### src/sv/rfp_pkg.sv
package rfp_pkg;

	// allow-list geometry
	localparam int TagSlots     = 4;
	localparam int TableEntries = 4;
	localparam int TagWidth     = 40;

	// reader framing bytes
	localparam logic [7:0] ByteStx = 8'h02;
	localparam logic [7:0] ByteEtx = 8'h03;
	localparam logic [7:0] ByteCr  = 8'h0D;
	localparam logic [7:0] ByteLf  = 8'h0A;

	// digits per frame
	localparam logic [3:0] TagDigits    = 4'd10;
	localparam logic [2:0] LastPairIdx  = 3'd5;

	// register indexes
	localparam logic [2:0] RegTagA      = 3'd0;
	localparam logic [2:0] RegTagB      = 3'd1;
	localparam logic [2:0] RegTagC      = 3'd2;
	localparam logic [2:0] RegTagD      = 3'd3;
	localparam logic [2:0] RegTagsInUse = 3'd4;

	// reset contents of the allow-list
	localparam logic [TagWidth-1:0] TagResetA = 40'h0100C1A6B3;
	localparam logic [TagWidth-1:0] TagResetB = 40'h0100C216B5;
	localparam logic [TagWidth-1:0] TagResetC = 40'h0100C201E5;
	localparam logic [TagWidth-1:0] TagResetD = 40'h0100C20086;
	localparam logic [2:0]          TagsInUseReset = 3'd4;

	typedef logic [TagSlots-1:0][TagWidth-1:0] tag_table_t;

	typedef struct packed {
		logic [2:0] match_number;
		logic       authorized;
	} match_t;

	typedef struct packed {
		logic [7:0] value;
		logic       is_hex;
	} digit_t;

	// ascii hex digit to nibble; other characters pass through raw
	function automatic digit_t decode_digit(input logic [7:0] b);
		digit_t d;
		if (b >= 8'h30 && b <= 8'h39) begin
			d.value  = b - 8'h30;
			d.is_hex = 1'b1;
		end else if (b >= 8'h41 && b <= 8'h46) begin
			d.value  = b - 8'h37;
			d.is_hex = 1'b1;
		end else begin
			d.value  = b;
			d.is_hex = 1'b0;
		end
		return d;
	endfunction

endpackage

### src/sv/rfp_tag_match.sv
module rfp_tag_match import rfp_pkg::*; (
	input  logic [TagWidth-1:0] tag,
	input  logic                digits_hex,
	input  tag_table_t          entries,
	input  logic [2:0]          tags_in_use,
	output match_t              match
);

	// parallel compare, lowest entry wins
	always_comb begin
		match = '0;
		for (int i = TableEntries - 1; i >= 0; i--) begin
			if (digits_hex && 3'(i) < tags_in_use && tag == entries[i]) begin
				match.match_number = 3'(i + 1);
				match.authorized   = 1'b1;
			end
		end
	end

endmodule

### src/sv/rfid_frame_parse_match.sv
// Frame parser and allow-list matcher for an ASCII proximity-card reader.
// Reader bytes enter on the rx channel, one word per cycle at full rate: a
// byte is registered, then decoded against the frame state, and a finished
// frame is written to the result register as its last byte is decoded.
// Outside a frame only STX (0x02) matters; inside, CR, LF, ETX or STX
// drop the frame silently. Twelve further characters form a frame: ten tag
// digits and two checksum digits, packed in pairs. Each complete frame gives
// one result word with the 40-bit tag, the received checksum, the XOR check,
// and the first allow-list entry (of tags_in_use) it matches; a match needs
// all ten tag digits to be uppercase hex and ignores the checksum. The rx
// side stalls only while a result is held by a stalled result channel.
// Registers (cfg_index): 0..3 allow-list entries, 4 tags_in_use; other
// indexes are ignored. cfg_ready is always high.
module rfid_frame_parse_match import rfp_pkg::*; (
	input  logic                clk,
	input  logic                arst_n,
	// reader bytes
	input  logic                rx_valid,
	output logic                rx_stall,
	input  logic [7:0]          rx_byte,
	// configuration writes
	input  logic                cfg_valid,
	output logic                cfg_ready,
	input  logic [2:0]          cfg_index,
	input  logic [TagWidth-1:0] cfg_data,
	// frame results
	output logic                result_valid,
	input  logic                result_stall,
	output logic [TagWidth-1:0] tag_value,
	output logic [7:0]          received_checksum,
	output logic                checksum_ok,
	output logic [2:0]          match_number,
	output logic                authorized
);

	tag_table_t          tag_entry_q;
	logic [2:0]          tags_in_use_q;

	logic                valid_s1;
	logic [7:0]          byte_s1;

	logic                in_frame_q;
	logic [3:0]          digit_count_q;
	logic [7:0]          high_digit_q;
	logic [TagWidth-1:0] packed_q;
	logic [7:0]          xor_q;
	logic                all_hex_q;

	logic                advance;
	logic                is_abort;
	digit_t              dig;
	logic [7:0]          pair_byte;
	logic                last_pair;
	logic                emit;
	match_t              match;

	assign cfg_ready = 1'b1;

	// configuration registers
	always_ff @(posedge clk or negedge arst_n) begin
		if (!arst_n) begin
			tag_entry_q[0] <= TagResetA;
			tag_entry_q[1] <= TagResetB;
			tag_entry_q[2] <= TagResetC;
			tag_entry_q[3] <= TagResetD;
			tags_in_use_q  <= TagsInUseReset;
		end else if (cfg_valid && cfg_ready) begin
			unique case (cfg_index)
				RegTagA:      tag_entry_q[0] <= cfg_data;
				RegTagB:      tag_entry_q[1] <= cfg_data;
				RegTagC:      tag_entry_q[2] <= cfg_data;
				RegTagD:      tag_entry_q[3] <= cfg_data;
				RegTagsInUse: tags_in_use_q  <= cfg_data[2:0];
				default:      ;
			endcase
		end
	end

	// stage 1 moves on unless a result is held up downstream
	assign advance  = !(result_valid && result_stall);
	assign rx_stall = valid_s1 && !advance;

	// input register
	always_ff @(posedge clk or negedge arst_n) begin
		if (!arst_n) begin
			valid_s1 <= 1'b0;
			byte_s1  <= '0;
		end else if (!rx_stall) begin
			valid_s1 <= rx_valid;
			byte_s1  <= rx_byte;
		end
	end

	// per-byte decode
	assign is_abort  = byte_s1 == ByteCr || byte_s1 == ByteLf ||
	                   byte_s1 == ByteEtx || byte_s1 == ByteStx;
	assign dig       = decode_digit(byte_s1);
	assign pair_byte = dig.value | {high_digit_q[3:0], 4'h0};
	assign last_pair = digit_count_q[3:1] == LastPairIdx;
	assign emit      = valid_s1 && advance && in_frame_q && !is_abort &&
	                   digit_count_q[0] && last_pair;

	rfp_tag_match u_match (
		.tag         (packed_q),
		.digits_hex  (all_hex_q),
		.entries     (tag_entry_q),
		.tags_in_use (tags_in_use_q),
		.match       (match)
	);

	// frame state
	always_ff @(posedge clk or negedge arst_n) begin
		if (!arst_n) begin
			in_frame_q    <= 1'b0;
			digit_count_q <= '0;
			high_digit_q  <= '0;
			packed_q      <= '0;
			xor_q         <= '0;
			all_hex_q     <= 1'b1;
		end else if (valid_s1 && advance) begin
			if (!in_frame_q) begin
				if (byte_s1 == ByteStx) begin
					in_frame_q    <= 1'b1;
					digit_count_q <= '0;
					high_digit_q  <= '0;
					packed_q      <= '0;
					xor_q         <= '0;
					all_hex_q     <= 1'b1;
				end
			end else if (is_abort) begin
				in_frame_q <= 1'b0;
			end else begin
				if (digit_count_q < TagDigits && !dig.is_hex) begin
					all_hex_q <= 1'b0;
				end
				if (digit_count_q[0]) begin
					if (last_pair) begin
						in_frame_q    <= 1'b0;
						digit_count_q <= '0;
					end else begin
						packed_q      <= {packed_q[TagWidth-9:0], pair_byte};
						xor_q         <= xor_q ^ pair_byte;
						digit_count_q <= digit_count_q + 4'd1;
					end
				end else begin
					high_digit_q  <= dig.value;
					digit_count_q <= digit_count_q + 4'd1;
				end
			end
		end
	end

	// result register
	always_ff @(posedge clk or negedge arst_n) begin
		if (!arst_n) begin
			result_valid <= 1'b0;
		end else if (emit) begin
			result_valid <= 1'b1;
		end else if (!result_stall) begin
			result_valid <= 1'b0;
		end
	end

	// result word
	always_ff @(posedge clk) begin
		if (emit) begin
			tag_value         <= packed_q;
			received_checksum <= pair_byte;
			checksum_ok       <= pair_byte == xor_q;
			match_number      <= match.match_number;
			authorized        <= match.authorized;
		end
	end

endmodule
### config.mk
export PLATFORM = sky130hd
export DESIGN_NAME = rfid_frame_parse_match
export DESIGN_NICKNAME = d
export VERILOG_FILES = /design/src/sv/rfp_pkg.sv /design/src/sv/rfp_tag_match.sv /design/src/sv/rfid_frame_parse_match.sv
export SDC_FILE = /design/constraint.sdc
export NUM_CORES = 1
export LEC_CHECK = 0
export BUFFER_PORTS_ARGS = -buffer_cell sky130_fd_sc_hd__buf_4
export CAP_MARGIN = 10
export CORE_ASPECT_RATIO = 0.9
export CORE_UTILIZATION = 55
export CTS_BUF_LIST = sky130_fd_sc_hd__clkbuf_4 sky130_fd_sc_hd__clkbuf_8 sky130_fd_sc_hd__clkbuf_16
export CTS_CLUSTER_SIZE = 40
export DETAILED_ROUTE_END_ITERATION = 7
export GPL_TIMING_DRIVEN = 0
export PLACE_DENSITY_LB_ADDON = 0.2
export SLEW_MARGIN = 20
export SYNTH_ARGS = -nofsm -noshare
export SYNTH_HDL_FRONTEND = slang
export SYNTH_SLANG_ARGS = --single-unit
### constraint.sdc
create_clock -name clk -period 6.3 [get_ports clk]
set_clock_uncertainty 0.1 [all_clocks]
set_input_delay 0.63 -clock clk [delete_from_list [all_inputs] [get_ports clk]]
set_output_delay 0.63 -clock clk [all_outputs]
set_load 0.03 [all_outputs]
After elaboration in Yosys (flattened, before gate mapping)
Cells that the tools add are included.

storage, ports and cells
  bits of input ports = 56
  output and inout port bits = 56
  flip-flop bits (word level) = 284

cells by class
  $add $sub $neg = 3
  reduce and logical (&&, ||, !) cells = 36
  bitwise logic cells = 2
  eq/ne operators = 20
  $lt $le $gt $ge = 9
  muxes and demuxes = 34

operators by type and width
  kind                 number
  $mux 40              5
  $eq 40x40->1         4
  $mux 8               5
  $mux 4               9
  $logic_and 1x1->1    18
  $mux 9               2
  $eq 8x2->1 const B   2
  $eq 8x4->1 const B   2
  $sub 8x6->8 const B  2
  $mux 1               11
  $reduce_and 2->1     5
  $eq 8x8->1           1
  $ge 8x6->1 const B   1
  $ge 8x7->1 const B   1
  $le 8x6->1 const B   1
  $le 8x7->1 const B   1
  $or 8x8->8           1
  $reduce_and 4->1     2
  $xor 8x8->8          1
  $eq 3x2->1 const B   2
  $eq 3x3->1 const B   2
  $lt 1x3->1 const A   2
  $lt 2x3->1 const A   2
  $mux 3               2
  other kinds (12)     20

Logic depth before layout (Yosys ltp)
Gate-level depths: netlist of run 1.

  depth in word-level cells = 10
  depth in mapped cells = 10
  gate-level depth less buffers = 10

Cells and area by module
A second synthesis of run 1 with hierarchy kept.

unflattened totals
  cells, all modules = 1027
  area total of the unflattened synthesis = 13018.7 sq um

by module, submodules not included
  module                  sequential area each (sq um)  cells an instance  times used  area each (sq um)
  rfid_frame_parse_match  7427.1                        794                1           11184.5
  rfp_tag_match           0.0                           233                1           1834.3

Least setup slack after synthesis of run 1
No wires, ideal clock.

  path kind = register to register
  start = register byte_s1[0]
  end = register authorized (enable)
  setup slack = 2.135 ns
  path buffers = 0
  stages on the path, launching flop included = 8
  library setup time = 0.464 ns
  required time = 5.736 ns
  period minus slack after synthesis = 4.165 ns
  arrival time = 3.601 ns
  cells stage by stage = dfrtp_1 -> ha_1 -> nor2b_1 -> o21bai_1 -> a21o_1 -> and2_1 -> nand3_1 -> nor2_1

between the ends
  word-level cells in the longest chain between the ends = 8

RTL lines
  element                              line                           text
  start: declaration                   rfid_frame_parse_match.sv:40   logic [7:0] byte_s1;
  start signal: assignment             rfid_frame_parse_match.sv:90   byte_s1 <= rx_byte;
  $eq 8x4->1                           rfid_frame_parse_match.sv:95   assign is_abort = byte_s1 == ByteCr || byte_s1 == ByteLf ||
  $logic_or 1x1->1 (2 in series)       rfid_frame_parse_match.sv:95
  $logic_or 1x1->1 (*)                 rfid_frame_parse_match.sv:96   byte_s1 == ByteEtx || byte_s1 == ByteStx;
  $logic_not 1->1 (*)                  rfid_frame_parse_match.sv:100  assign emit = valid_s1 && advance && in_frame_q && !is_abort &&
  $logic_and 1x1->1 (*) (2 in series)  rfid_frame_parse_match.sv:100
  $logic_and 1x1->1 (*)                rfid_frame_parse_match.sv:101  digit_count_q[0] && last_pair;
  net emit                             rfid_frame_parse_match.sv:54   logic emit;
  end signal: assignment               rfid_frame_parse_match.sv:171  authorized <= match.authorized;
  end: declaration                     rfid_frame_parse_match.sv:33   output logic authorized

Mark *: on every way through the listed nets, which the timed path passes. The rest lies on a longest branch.
A chain may end at the register's enable or synchronous reset.

Final worst setup path of run 1
  start = register byte_s1[1]
  end = register packed_q[29]

between the ends
  word-level cells in the longest chain between the ends = 6

RTL lines
  element                                line                           text
  $eq 8x4->1                             rfid_frame_parse_match.sv:95
  $logic_or 1x1->1 (2 in series)         rfid_frame_parse_match.sv:95
  $logic_or 1x1->1                       rfid_frame_parse_match.sv:96
  $ne 2x2->1 (no source line)            -
  $reduce_and 5->1 (no source line) (*)  -
  end signal: assignment                 rfid_frame_parse_match.sv:141  packed_q <= {packed_q[TagWidth-9:0], pair_byte};
  end: declaration                       rfid_frame_parse_match.sv:45   logic [TagWidth-1:0] packed_q;

Mark *: on every way between the ends. The rest lies on a longest branch, timed or not.

==> results_tabular.tex, run 1 <==
\begin{tabular}{lr}
\hline
Metric & Value \\
\hline
\multicolumn{2}{l}{\textbf{Run status}} \\
\quad Outcome & finished clean \\
\multicolumn{2}{l}{\textbf{Critical path}} \\
\quad Critical path type & reg -> reg \\
\quad Launch instance of the worst register-to-register path & byte\_s1[1] \\
\quad Crit path buffers/inverters & 1 \\
\quad Crit path largest cell delay & 0.70 ns \\
\quad Delay-heaviest family, CP & compound AO/OA/AOI/OAI gates \\
\quad Startpoint of the most critical setup path & byte\_s1[1] \\
\quad Critical path data arrival time & 3.42 ns \\
\quad Critical path peak fanout & 10 \\
\quad Startpoint types & register \\
\quad Critical Path Sink Type & register \\
\quad Slowest stage cell, crit path & sky130\_fd\_sc\_hd\_\_clkbuf\_1 \\
\quad Chain of cells forming the critical path & ha\_1 -> nor2b\_1 -> o21bai\_1 -> a21o\_1 -> and2\_1 -> o21ai\_1 -> clkbuf\_1 -> o21ai\_0 \\
\quad Data required time at the worst endpoint & 6.60 ns \\
\multicolumn{2}{l}{\textbf{STA}} \\
\quad Hold Slack & 0.1694 ns \\
\quad Final hold viol count & 0 \\
\quad Ratio of final minimum period to clock period & 49.64\% \\
\quad Minimum clock period & 3.127 ns \\
\quad Tightest Pin Transition & 0.9580 ns \\
\quad Achievable frequency & 319.8 MHz \\
\quad Setup TNS after final layout & 0 ns \\
\quad Setup-violating endpoint count in the final report & 0 \\
\quad RSZ-0062 raised after global routing & false \\
\quad Final-report max-slew violation count & 0 \\
\quad Max\_slew headroom & 35.97\% \\
\multicolumn{2}{l}{\textbf{Synth}} \\
\quad Syn nets & 1121 \\
\quad Register bit count reported by yosys & 284 \\
\quad Yosys warnings & 0 \\
\quad Distinct cell type count after synthesis & 65 \\
\quad Multiplexer share of the synthesized area & 14.51\% \\
\quad Post-synthesis share of cell area spent on and, or, nand and nor gates & 8.300\% \\
\quad Primary flip-flop cell chosen by synthesis mapping & sky130\_fd\_sc\_hd\_\_dfrtp\_1 \\
\quad Xor and xnor fraction of the mapped netlist area & 10.68\% \\
\quad Adder-cell area share of the yosys netlist & 0.7632\% \\
\quad Mapped Avg Cell Area & 12.41 um\^{}2 \\
\quad Cells after Synth & 1057 \\
\quad Compound-gate portion of the synthesized area & 6.048\% \\
\quad Combinational family with the most area after synthesis & multiplexers \\
\quad Post-synthesis async set-or-reset flop share & 81.34\% \\
\quad Summed instance area of the synthesized netlist & 0.01312 mm\^{}2 \\
\quad Number of flops mapped to enable cells by yosys & 53 \\
\quad Proportion of synthesized chip area in sequential cells & 56.63\% \\
\multicolumn{2}{l}{\textbf{Place}} \\
\quad Cell count after placement & 1473 \\
\quad Final weighted congestion in routability-driven placement & 0.9109 \\
\quad Port-buffer cells & 110 \\
\quad Area of placed instances & 0.01443 mm\^{}2 \\
\quad HPWL after DPL & 25520 um \\
\multicolumn{2}{l}{\textbf{Routing}} \\
\quad Overall via count from detail\_route & 8947 \\
\quad Final routed wire length divided by cell count & 23.07 um \\
\quad Total routed wirelength & 35300 um \\
\quad Antenna violation net count after detailed routing & 0 \\
\quad Number of search-and-repair iterations in the first detailed-routing pass & 5 \\
\quad Drc violations & 0 \\
\quad Detail-routed via count per cell & 5.848 \\
\quad Starting DRT DRC Count & 708 \\
\multicolumn{2}{l}{\textbf{Die}} \\
\quad Standard-cell row count & 53 \\
\quad Placeable core region & 0.02341 mm\^{}2 \\
\quad Height of the chip & 148.5 um \\
\quad Count of pins on the block boundary & 112 \\
\quad Die area & 0.02447 mm\^{}2 \\
\quad Starting Density & 56.03\% \\
\quad Die width & 164.8 um \\
\multicolumn{2}{l}{\textbf{Pwr}} \\
\quad Power share of the clock group & 27.4\% \\
\quad Leak Pwr & 6.366 nW \\
\quad Sw Share & 35.52\% \\
\quad Worst voltage drop across the vdd grid & 0.0002487 V \\
\quad Cell internal power dissipation & 4.356 mW \\
\quad Combinational power share & 33.0\% \\
\quad Sw Pwr & 2.400 mW \\
\quad Fraction of power consumed by sequential logic & 39.6\% \\
\quad Power density relative to cell area & 435.8 mW/mm\^{}2 \\
\multicolumn{2}{l}{\textbf{Layout}} \\
\quad Share of cells above drive strength 1 & 32.49\% \\
\quad Utilization of the core after routing & 66.22\% \\
\quad Post-route design area & 0.01550 mm\^{}2 \\
\quad Filler cell count in the final layout & 1791 \\
\quad Post-synthesis to final-layout area growth & 18.19\% \\
\quad Final Net Count & 1268 \\
\quad Antenna cells & 0 \\
\quad Cell Count, Final, Fillers Out & 1530 \\
\multicolumn{2}{l}{\textbf{Global routing}} \\
\quad Largest net degree at the start of global routing & 98 \\
\quad Antenna violations before repair & 0 \\
\quad Global-route usage over all layers & 29.84\% \\
\quad Number of global-route vias before repair & 8755 \\
\quad Global-route wire length before repair & 53050 um \\
\quad Total congestion overflow after global routing & 0 \\
\multicolumn{2}{l}{\textbf{Hold path}} \\
\quad HP Start & rx\_valid \\
\quad Worst hold-check path type & in -> reg \\
\multicolumn{2}{l}{\textbf{Clock tree}} \\
\quad Number of buffers added for setup after CTS & 0 \\
\quad TritonCTS clock tree & yes \\
\quad Max Buffers Root-to-Sink & 3 \\
\quad Clock buffer count from CTS & 30 \\
\quad CTS clk-pin slew, worst paths & 0.06 ns \\
\quad Latest clock arrival within the worst-skew pair & 0.55 ns \\
\quad Master cell of the clock root buffer & sky130\_fd\_sc\_hd\_\_clkbuf\_16 \\
\quad \# clock sinks & 284 \\
\quad Total number of H-tree levels & 1 \\
\multicolumn{2}{l}{\textbf{Job}} \\
\quad Number of violations of the max-capacitance limit & 0 \\
\hline
\end{tabular}
[worst reg2reg max path: stages, from the launching register on]
cell	delay (ns)
sky130_fd_sc_hd__dfrtp_1	0.53
sky130_fd_sc_hd__ha_1	0.34
sky130_fd_sc_hd__nor2b_1	0.16
sky130_fd_sc_hd__o21bai_1	0.07
sky130_fd_sc_hd__a21o_1	0.17
sky130_fd_sc_hd__and2_1	0.18
sky130_fd_sc_hd__o21ai_1	0.51
sky130_fd_sc_hd__clkbuf_1	0.70
sky130_fd_sc_hd__o21ai_0	0.22
[power groups by stage]
stage	registers, mW	logic (mW)	clock network [mW]
2_1_floorplan	2.61	1.47	0
3_3_place_gp	2.67	2.13	0
3_5_place_dp	2.69	2.18	0
4_1_cts	2.67	2.20	1.87
5_1_grt	2.72	2.40	1.94
6_report	2.68	2.23	1.85
[synthesized netlist by cell type, drive strengths merged, types with 9 or more instances]
| cell | instances | area, um^2 |
|---|---|---|
| mux2 | 165 | 1858 |
| xor2 | 56 | 490.5 |
| dfstp | 44 | 1156 |
| edfxtp | 53 | 1592 |
| inv | 23 | 86.33 |
| o21ai | 60 | 304.0 |
| a22o | 10 | 87.58 |
| clkbuf | 63 | 236.5 |
| a21oi | 9 | 48.80 |
| nand2 | 101 | 379.1 |
| nor4 | 22 | 143.9 |
| nand3 | 12 | 60.06 |
| buf | 14 | 76.31 |
| xnor2 | 103 | 909.6 |
| nand4 | 27 | 168.9 |
| o31ai | 16 | 120.1 |
| dfrtp | 187 | 4679 |
| nor2 | 15 | 56.30 |
[per-stage QoR]
step / total power [mW] / setup slack, ns
after floorplan: 4.082 / 2.135
after global placement: 4.805 / 0.6179
after detailed placement: 4.871 / 3.262
after CTS: 6.734 / 3.238
after global routing: 7.063 / 2.981
final: 6.756 / 3.173
[flip-flops by register name, summed over array words and instances, names as in the netlist]
name / cells
all_hex_q: 1
authorized: 1
high_digit_q: 4
tag_entry_q: 160
xor_q: 8
checksum_ok: 1
tags_in_use_q: 3
valid_s1: 1
byte_s1: 8
tag_value: 40
packed_q: 40
in_frame_q: 1
received_checksum: 8
digit_count_q: 4
match_number: 3
result_valid: 1
[metal layers]
metal / GRT usage, % / routed length, um
met3: 6.135 / 2855
met4: 6.651 / 698
met2: 42.92 / 15330
met1: 46.33 / 16420
met5: 0 / 0
[cell type report]
| cell class | count | area [um^2] | area share [%] |
|---|---|---|---|
| Multi-Input combinational cell | 673 | 5296 | 34.17 |
| Clock inverter | 12 | 115.1 | 0.7426 |
| Tap cell | 302 | 377.9 | 2.438 |
| Sequential cell | 284 | 7427 | 47.91 |
| Clock buffer | 44 | 947.2 | 6.110 |
| Timing Repair Buffer | 115 | 938.4 | 6.054 |
| Buffer | 77 | 312.8 | 2.018 |
| Inverter | 23 | 86.33 | 0.5569 |
[layout by cell type, fill, tap and decap left out, drive strengths merged, types with 3 or more instances in the layout]
| master | n |
|---|---|
| nor4b | 4 |
| edfxtp | 53 |
| nand2 | 101 |
| o31ai | 16 |
| clkinv | 9 |
| dfrtp | 187 |
| nor2 | 15 |
| o22ai | 3 |
| o21bai | 3 |
| nand2b | 6 |
| ha | 8 |
| clkbuf | 107 |
| a21oi | 9 |
| nor3 | 7 |
| nand3 | 12 |
| inv | 23 |
| nand4 | 27 |
| a22o | 10 |
| or2 | 4 |
| xor2 | 56 |
| mux2 | 165 |
| buf | 128 |
| xnor2 | 103 |
| o21ai | 60 |
| nor4 | 22 |
| dfstp | 44 |
[cell families after synthesis]
logic type | Yosys count
buf+inv | 100
mux | 167
compound gates | 123
fa+ha+maj | 8
simple gates | 215
flops | 284
other cells | 1
xor+xnor | 159
[worst paths after layout]
path	end	slack (ns)	depth (start not counted)
max in group asynchronous	tag_entry_q[52]	4.32	4
worst min register to register	tag_value[6]	0.34	0
worst max register to register	packed_q[29]	3.17	8
min in group asynchronous	packed_q[1]	0.53	2
worst max-delay path	packed_q[29]	3.17	8
worst min-delay path	valid_s1	0.17	2
[timing repair]
| action | 4_1_cts | 5_1_grt |
|---|---|---|
| resized for setup | 0 | 0 |
| setup endpoints to repair | 0 | 0 |
| endpoints found under the hold margin | 32 | 0 |
| hold buffers | 1 | 0 |
Power figures use the tool's default switching activity.
==> run 2, diff against run 1 <==
ABC_AREA = 1   (was not set)
clock period = 3 ns   (was 6.3 ns; I/O delays follow)
==> run 2 against run 1 <==
- clock-buffer cell count is 2 lower
- total power increased by 100%
- sequential power rose by 110%
- flip-flop and latch count is the same
- sequential share of layout area is 1.0 points lower
- worst setup slack worse by 2.9 ns
- combinational power rose by 88%
- maximum frequency up 13%
- global-route usage rose by 5.6 points
- non-clock buffer count rose by 9
- critical endpoint is now packed_q[25]
==> results_tabular.tex, run 2 <==
\begin{tabular}{lr}
\hline
Metric & Value \\
\hline
\multicolumn{2}{l}{\textbf{Run status}} \\
\quad Outcome & finished clean \\
\multicolumn{2}{l}{\textbf{Critical path}} \\
\quad Critical path peak fanout & 10 (unchanged) \\
\quad Startpoint types & register \\
\quad Data required time at the worst endpoint & 3.32 ns (-3.28 ns) \\
\quad R2r worst-path depth & 10 (+2) \\
\quad Critical Path Sink Type & register \\
\quad Critical path data arrival time & 3.07 ns (-0.35 ns) \\
\quad Startpoint of the most critical setup path & byte\_s1[0] \\
\quad Capturing point of the worst reg2reg path & packed\_q[25] \\
\quad Launch instance of the worst register-to-register path & byte\_s1[0] \\
\quad Critical path type & reg -> reg \\
\quad R2r setup slk & 0.24 ns (-2.93 ns) \\
\multicolumn{2}{l}{\textbf{Pwr}} \\
\quad Worst voltage drop across the vdd grid & 0.0005534 V (+120\%) \\
\quad Power density relative to cell area & 866.4 mW/mm\^{}2 (+99\%) \\
\quad Leak Pwr & 7.201 nW (+13\%) \\
\multicolumn{2}{l}{\textbf{Layout}} \\
\quad Final Net Count & 1640 (+29\%) \\
\quad Sequential cell area & 0.007427 mm\^{}2 (unchanged) \\
\quad Area of the multi-input gates & 0.004927 mm\^{}2 (-7.0\%) \\
\quad Antenna cells & 0 (unchanged) \\
\quad Number of flip-flops under the largest register name & 160 (unchanged) \\
\quad Top reg by flops & tag\_entry\_q \\
\quad Filler cell count in the final layout & 1899 (+6.0\%) \\
\quad Share of cells above drive strength 1 & 18.02\% (-14 points) \\
\quad Post-synthesis to final-layout area growth & 21.11\% \\
\quad Largest registers & tag\_entry\_q x160, packed\_q x40, tag\_value x40 \\
\quad Most common cell after layout, fill and taps aside & sky130\_fd\_sc\_hd\_\_nand2\_1 \\
\quad Most used cells in the layout excluding fill and tap cells & sky130\_fd\_sc\_hd\_\_nand2\_1, sky130\_fd\_sc\_hd\_\_o21ai\_0, sky130\_fd\_sc\_hd\_\_dfrtp\_1 \\
\multicolumn{2}{l}{\textbf{Routing}} \\
\quad Detail-routed via count per cell & 5.807 (-0.69\%) \\
\quad Antenna violation net count after detailed routing & 0 (unchanged) \\
\quad Final routed wire length divided by cell count & 22.15 um (-4.0\%) \\
\quad Starting DRT DRC Count & 1268 (+79\%) \\
\quad Drc violations & 0 (unchanged) \\
\quad Overall via count from detail\_route & 11030 (+23\%) \\
\quad Number of search-and-repair iterations in the first detailed-routing pass & 6 (+1) \\
\quad Total routed wirelength & 42080 um (+19\%) \\
\multicolumn{2}{l}{\textbf{STA}} \\
\quad Final hold viol count & 0 (unchanged) \\
\quad Ratio of final minimum period to clock period & 91.95\% (+42 points) \\
\quad Hold Slack & 0.01039 ns (-0.1590 ns) \\
\quad Max\_slew headroom & 45.51\% (+9.5 points) \\
\quad Tightest Pin Transition & 0.8149 ns (-0.1431 ns) \\
\quad Minimum clock period & 2.758 ns (-0.3690 ns) \\
\quad Setup TNS after final layout & 0 ns (unchanged) \\
\quad Final-report max-slew violation count & 0 (unchanged) \\
\quad RSZ-0062 raised after global routing & false \\
\quad Achievable frequency & 362.5 MHz (+13\%) \\
\quad Setup-violating endpoint count in the final report & 0 (unchanged) \\
\multicolumn{2}{l}{\textbf{Clock tree}} \\
\quad Latest clock arrival within the worst-skew pair & 0.56 ns (about the same) \\
\quad \# clock sinks & 284 (unchanged) \\
\quad Total number of H-tree levels & 1 (unchanged) \\
\quad Max Buffers Root-to-Sink & 3 (unchanged) \\
\quad CTS clk-pin slew, worst paths & 0.07 ns (about the same) \\
\quad TritonCTS clock tree & yes \\
\quad Master cell of the clock root buffer & sky130\_fd\_sc\_hd\_\_clkbuf\_16 \\
\quad Clock buffer count from CTS & 28 (-6.7\%) \\
\multicolumn{2}{l}{\textbf{Synth}} \\
\quad Post-synthesis cell type with the largest combined area & sky130\_fd\_sc\_hd\_\_dfrtp\_1 \\
\quad Mapped Avg Cell Area & 9.395 um\^{}2 (-24\%) \\
\quad Number of flops mapped to enable cells by yosys & 53 (unchanged) \\
\quad Proportion of synthesized chip area in sequential cells & 56.79\% (+0.16 points) \\
\quad Distinct cell type count after synthesis & 48 (-26\%) \\
\quad Syn nets & 1456 (+30\%) \\
\quad Top area cells in the synthesized netlist & sky130\_fd\_sc\_hd\_\_dfrtp\_1, sky130\_fd\_sc\_hd\_\_edfxtp\_1, sky130\_fd\_sc\_hd\_\_nand2\_1 \\
\quad Register bit count reported by yosys & 284 (unchanged) \\
\quad Post-synthesis async set-or-reset flop share & 81.34\% (unchanged) \\
\quad Cells after Synth & 1392 (+32\%) \\
\quad Summed instance area of the synthesized netlist & 0.01308 mm\^{}2 (-0.29\%) \\
\quad Cell types with the highest counts after synthesis & sky130\_fd\_sc\_hd\_\_nand2\_1, sky130\_fd\_sc\_hd\_\_o21ai\_0, sky130\_fd\_sc\_hd\_\_dfrtp\_1 \\
\quad Most frequent cell after synthesis & sky130\_fd\_sc\_hd\_\_nand2\_1 \\
\quad Primary flip-flop cell chosen by synthesis mapping & sky130\_fd\_sc\_hd\_\_dfrtp\_1 \\
\quad Yosys warnings & 0 (unchanged) \\
\quad Area share of the largest cell type after synthesis & 35.78\% (+0.10 points) \\
\multicolumn{2}{l}{\textbf{Global routing}} \\
\quad Antenna violations before repair & 0 (unchanged) \\
\quad Largest net degree at the start of global routing & 102 (+4.1\%) \\
\quad Total congestion overflow after global routing & 0 (unchanged) \\
\quad Number of global-route vias before repair & 10280 (+17\%) \\
\quad Global-route wire length before repair & 62850 um (+18\%) \\
\quad Global-route usage over all layers & 35.42\% (+5.6 points) \\
\multicolumn{2}{l}{\textbf{Place}} \\
\quad Final weighted congestion in routability-driven placement & 0.9753 (+7.1\%) \\
\quad Port-buffer cells & 110 (unchanged) \\
\quad HPWL after DPL & 31270 um (+23\%) \\
\multicolumn{2}{l}{\textbf{Die}} \\
\quad Die width & 164.5 um (-0.14\%) \\
\quad Placeable core region & 0.02334 mm\^{}2 (-0.28\%) \\
\quad Die area & 0.02440 mm\^{}2 (-0.28\%) \\
\quad Count of pins on the block boundary & 112 (unchanged) \\
\quad Height of the chip & 148.3 um (-0.14\%) \\
\quad Standard-cell row count & 53 (unchanged) \\
\quad Starting Density & 56.02\% (about the same) \\
\multicolumn{2}{l}{\textbf{Hold path}} \\
\quad Worst hold-check path type & in -> reg \\
\quad HP Start & cfg\_data[2] \\
\quad Cell depth of the worst hold path & 3 (+1) \\
\quad Worst Hold Path EP & tag\_entry\_q[2] \\
\multicolumn{2}{l}{\textbf{Job}} \\
\quad Number of violations of the max-capacitance limit & 0 (unchanged) \\
\hline
\end{tabular}
## run 2: changes by cell type in the layout (fill, tap and decap cells not counted), moves of 24 or more
cell / before / now
sky130_fd_sc_hd__dlygate4sd3_1: 1 / 34
sky130_fd_sc_hd__o22ai_2: 0 / 24
sky130_fd_sc_hd__xnor2_1: 102 / 47
sky130_fd_sc_hd__nand3_1: 12 / 49
sky130_fd_sc_hd__o22ai_1: 3 / 46
sky130_fd_sc_hd__o21ai_0: 58 / 207
sky130_fd_sc_hd__nor2_1: 14 / 58
sky130_fd_sc_hd__clkbuf_1: 63 / 35
sky130_fd_sc_hd__xor2_1: 56 / 13
sky130_fd_sc_hd__mux2_2: 165 / 0
sky130_fd_sc_hd__inv_1: 23 / 124
sky130_fd_sc_hd__nand2_1: 101 / 359
## run 2: metrics by stage
stage | std cells | worst slack, ns | area (um^2) | utilization [%] | power, mW
5_1_grt | 1900 | 0.1276 | 15840 | 67.85 | 14.27
4_1_cts | 1895 | 0.01174 | 15790 | 67.64 | 13.58
3_5_place_dp | 1809 | -0.03878 | 14440 | 61.85 | 9.746
6_report | 1900 | 0.2416 | 15840 | 67.85 | 13.72
2_1_floorplan | 1392 | -0.09791 | 13130 | - | 8.132
3_3_place_gp | 1804 | -1.103 | 14330 | 61.39 | 9.657
## run 2: cells by family after synthesis
| group | share of synthesized area, % |
|---|---|
| flip-flops | 56.79 |
| XOR/XNOR | 4.018 |
| buffers and inverters | 5.903 |
| AND/OR/NAND/NOR | 17.31 |
| other | 0.02868 |
| AO/OA/AOI/OAI | 15.18 |
| adder cells (fa/ha/maj) | 0.7654 |
## run 2: area by class of cell
class                      count  area share [%]
clock buffer                  42           5.325
sequential                   284           46.90
clock inverter                10           1.051
multi-input combinational    924           31.11
inverter                     137           3.279
buffer                        47           1.596
timing repair buffer         154           8.358
tap                          302           2.386
## run 2: power by group
group	switching, mW	total (mW)	internal [mW]	leakage, nW
combinational	2.67	4.19	1.52	3.35
clock	1.50	3.79	2.29	0.502
sequential	0.891	5.74	4.85	3.35
## run 2: layer usage
metal  GRT usage, %  share of wire (%)
met2          50.00                 42
met3          9.649                 11
met4          9.220                2.7
met5              0                  0
met1          53.72                 44
## run 2: repair_timing
action                                 CTS  global route
hold buffers                            34             0
buffers inserted                         0             5
pin swaps                                1             1
setup endpoints to repair               18            18
gates resized for setup                  0             0
endpoints found under the hold margin  269             0
## run 2: how the worst max path moves through the flow
stage / endpoint / cells after the start
after floorplan: authorized / 8
after global placement: tag_value[27] / 6
after detailed placement: tag_value[27] / 8
after CTS: tag_value[27] / 8
after global routing: packed_q[25] / 10
final: packed_q[25] / 10
## run 2: critical path, stage by stage, from the launching register on
cell and delay [ns]:
sky130_fd_sc_hd__dfrtp_1 0.47, sky130_fd_sc_hd__inv_1 0.20, sky130_fd_sc_hd__ha_1 0.29, sky130_fd_sc_hd__nand3_1 0.10, sky130_fd_sc_hd__a31oi_1 0.46, sky130_fd_sc_hd__nand2_1 0.18
sky130_fd_sc_hd__nand2_4 0.16, sky130_fd_sc_hd__nor2_4 0.06, sky130_fd_sc_hd__buf_6 0.16, sky130_fd_sc_hd__buf_6 0.17, sky130_fd_sc_hd__o22ai_1 0.28
==> run 3, diff against run 2 <==
ABC_AREA = not set   (was 1)
HOLD_SLACK_MARGIN = 0.02   (was not set)
==> run 3 against run 2 <==
- via count shrank 19%
- sequential power shrank 2%
- largest power group unchanged
- core utilization grew 0.070 points
- global-route usage shrank 5.7 points
- die area grew 0.28%
- largest cell class unchanged
- critical path depth shrank 3
==> results_tabular.tex, run 3 (synthesis gave the netlist of run 1 again) <==
\begin{tabular}{lr}
\hline
Metric & Value \\
\hline
\multicolumn{2}{l}{\textbf{Run status}} \\
\quad Outcome & finished clean \\
\multicolumn{2}{l}{\textbf{Critical path}} \\
\quad Critical Path Sink Type & register \\
\quad Slowest stage cell, crit path & sky130\_fd\_sc\_hd\_\_nor4\_1 \\
\quad Crit path largest cell delay & 0.60 ns (+0.13 ns) \\
\quad Data required time at the worst endpoint & 3.17 ns (-0.15 ns) \\
\quad Critical path data arrival time & 3.07 ns (about the same) \\
\quad Startpoint types & register \\
\quad Chain of cells forming the critical path & clkbuf\_1 -> xor2\_1 -> nor4\_1 -> nand4\_1 -> nor4\_1 -> nand2b\_1 -> nor3b\_1 \\
\quad Critical path type & reg -> reg \\
\quad Launch instance of the worst register-to-register path & packed\_q[9] \\
\quad Library cell appearing most often on the critical path & sky130\_fd\_sc\_hd\_\_nor4\_1 \\
\quad Startpoint of the most critical setup path & packed\_q[9] \\
\quad Critical path peak fanout & 6 (-4) \\
\multicolumn{2}{l}{\textbf{Pwr}} \\
\quad Worst voltage drop across the vdd grid & 0.0004844 V (-12\%) \\
\quad Power density relative to cell area & 869.3 mW/mm\^{}2 (+0.34\%) \\
\quad Leak Pwr & 6.515 nW (-9.5\%) \\
\multicolumn{2}{l}{\textbf{Global routing}} \\
\quad Total congestion overflow after global routing & 0 (unchanged) \\
\quad Antenna violations before repair & 0 (unchanged) \\
\quad Global-route wire length before repair & 53350 um (-15\%) \\
\quad Number of global-route vias before repair & 8807 (-14\%) \\
\quad Largest net degree at the start of global routing & 84 (-18\%) \\
\quad Global-route usage over all layers & 29.77\% (-5.7 points) \\
\multicolumn{2}{l}{\textbf{Layout}} \\
\quad Utilization of the core after routing & 67.92\% (+0.070 points) \\
\quad Most used cells in the layout excluding fill and tap cells & sky130\_fd\_sc\_hd\_\_dfrtp\_1, sky130\_fd\_sc\_hd\_\_mux2\_2, sky130\_fd\_sc\_hd\_\_buf\_4 \\
\quad Antenna cells & 0 (unchanged) \\
\quad Post-route design area & 0.01590 mm\^{}2 (+0.39\%) \\
\quad Cell Count, Final, Fillers Out & 1577 (-17\%) \\
\quad Largest registers & tag\_entry\_q x160, packed\_q x40, tag\_value x40 \\
\quad Post-synthesis to final-layout area growth & 21.23\% (about the same) \\
\quad Most common cell after layout, fill and taps aside & sky130\_fd\_sc\_hd\_\_dfrtp\_1 \\
\quad Number of flip-flops under the largest register name & 160 (unchanged) \\
\quad Share of cells above drive strength 1 & 31.22\% (+13 points) \\
\quad Final Net Count & 1317 (-20\%) \\
\quad Top reg by flops & tag\_entry\_q \\
\multicolumn{2}{l}{\textbf{STA}} \\
\quad Final hold viol count & 0 (unchanged) \\
\quad Tightest Pin Transition & 1.039 ns (+0.2245 ns) \\
\quad Setup-violating endpoint count in the final report & 0 (unchanged) \\
\quad Achievable frequency & 345.7 MHz (-4.7\%) \\
\quad RSZ-0062 raised after global routing & false \\
\quad Final-report max-slew violation count & 0 (unchanged) \\
\quad Max\_slew headroom & 30.53\% (-15 points) \\
\quad Ratio of final minimum period to clock period & 96.43\% (+4.5 points) \\
\quad Hold Slack & 0.1361 ns (+0.1257 ns) \\
\quad Setup TNS after final layout & 0 ns (unchanged) \\
\quad Minimum clock period & 2.893 ns (+0.1346 ns) \\
\multicolumn{2}{l}{\textbf{Die}} \\
\quad Height of the chip & 148.5 um (+0.14\%) \\
\quad Die area & 0.02447 mm\^{}2 (+0.28\%) \\
\quad Starting Density & 56.03\% (about the same) \\
\quad Die width & 164.8 um (+0.14\%) \\
\quad Count of pins on the block boundary & 112 (unchanged) \\
\quad Placeable core region & 0.02341 mm\^{}2 (+0.28\%) \\
\quad Standard-cell row count & 53 (unchanged) \\
\multicolumn{2}{l}{\textbf{Hold path}} \\
\quad Worst hold-check path type & in -> reg \\
\quad HP Start & cfg\_index[0] \\
\multicolumn{2}{l}{\textbf{Clock tree}} \\
\quad Clock buffer count from CTS & 29 (+3.6\%) \\
\quad Max Buffers Root-to-Sink & 3 (unchanged) \\
\quad Master cell of the clock root buffer & sky130\_fd\_sc\_hd\_\_clkbuf\_16 \\
\quad Total number of H-tree levels & 1 (unchanged) \\
\quad Number of buffers added for setup after CTS & 0 (unchanged) \\
\quad Latest clock arrival within the worst-skew pair & 0.54 ns (-0.02 ns) \\
\quad CTS clk-pin slew, worst paths & 0.06 ns (about the same) \\
\quad TritonCTS clock tree & yes \\
\quad \# clock sinks & 284 (unchanged) \\
\multicolumn{2}{l}{\textbf{Place}} \\
\quad Port-buffer cells & 110 (unchanged) \\
\quad Cell count after placement & 1473 (-19\%) \\
\quad HPWL after DPL & 25280 um (-19\%) \\
\quad Area of placed instances & 0.01443 mm\^{}2 (about the same) \\
\quad Final weighted congestion in routability-driven placement & 0.8859 (-9.2\%) \\
\multicolumn{2}{l}{\textbf{Routing}} \\
\quad Detail-routed via count per cell & 5.689 (-2.0\%) \\
\quad Starting DRT DRC Count & 747 (-41\%) \\
\quad Total routed wirelength & 35140 um (-16\%) \\
\quad Final routed wire length divided by cell count & 22.28 um (+0.60\%) \\
\quad Drc violations & 0 (unchanged) \\
\quad Overall via count from detail\_route & 8972 (-19\%) \\
\quad Number of search-and-repair iterations in the first detailed-routing pass & 5 (-1) \\
\quad Antenna violation net count after detailed routing & 0 (unchanged) \\
\multicolumn{2}{l}{\textbf{Job}} \\
\quad Number of violations of the max-capacitance limit & 0 (unchanged) \\
\hline
\end{tabular}
run 3: routing by layer:
| metal | wire [um] | global-route usage (%) | vias up |
|---|---|---|---|
| li1 | - | - | 4087 |
| met1 | 16510 | 46.05 | 4507 |
| met2 | 15230 | 42.96 | 325 |
| met3 | 2632 | 6.051 | 53 |
| met4 | 761 | 6.743 | 0 |
| met5 | 0 | 0 | - |
run 3: final timing paths:
check | endpoint | slack [ns] | depth (start not counted)
worst min register to register | tag_value[30] | 0.34 | 0
worst max-delay path | match_number[2] | 0.11 | 7
min in group asynchronous | xor_q[2] | 0.22 | 2
worst max register to register | match_number[2] | 0.11 | 7
max in group asynchronous | tag_entry_q[13] | 1.74 | 3
worst min-delay path | tags_in_use_q[0] | 0.14 | 3
run 3: through the flow:
stage	total power, mW	setup WS, ns
2_1_floorplan	8.574	0.2745
3_3_place_gp	10.08	-0.4530
3_5_place_dp	10.20	-0.1228
4_1_cts	13.78	0.05346
5_1_grt	14.47	0.004275
6_report	13.82	0.1070
run 3: area by class of cell:
type                       count  area [um^2]
buffer                        77        312.8
clock buffer                  45        889.6
clock inverter                 8        37.54
fill                        1773         7510
inverter                      23        86.33
multi-input combinational    673         5328
sequential                   284         7428
tap                          302        377.9
timing repair buffer         165         1439
run 3: critical path: cells and delay by family (launching register included):
kind                      cells  cell delay (ns)
xor gates and xnor gates      1             0.21
and+or+nand+nor               5             1.70
buffers and inverters         1             0.22
DFF                           1             0.39
run 3: what timing repair did:
item,in CTS,in global routing
hold endpoints to repair,242,0
gates cloned,0,0
pin swaps,0,1
gates resized for setup,2,4
setup endpoints to repair,15,19
hold buffers,51,0
run 3: where the power goes:
part	internal [mW]	switching, mW	total (mW)
Clock	2.03	1.46	3.49
Combinational	1.87	2.85	4.72
Sequential	4.97	0.639	5.61
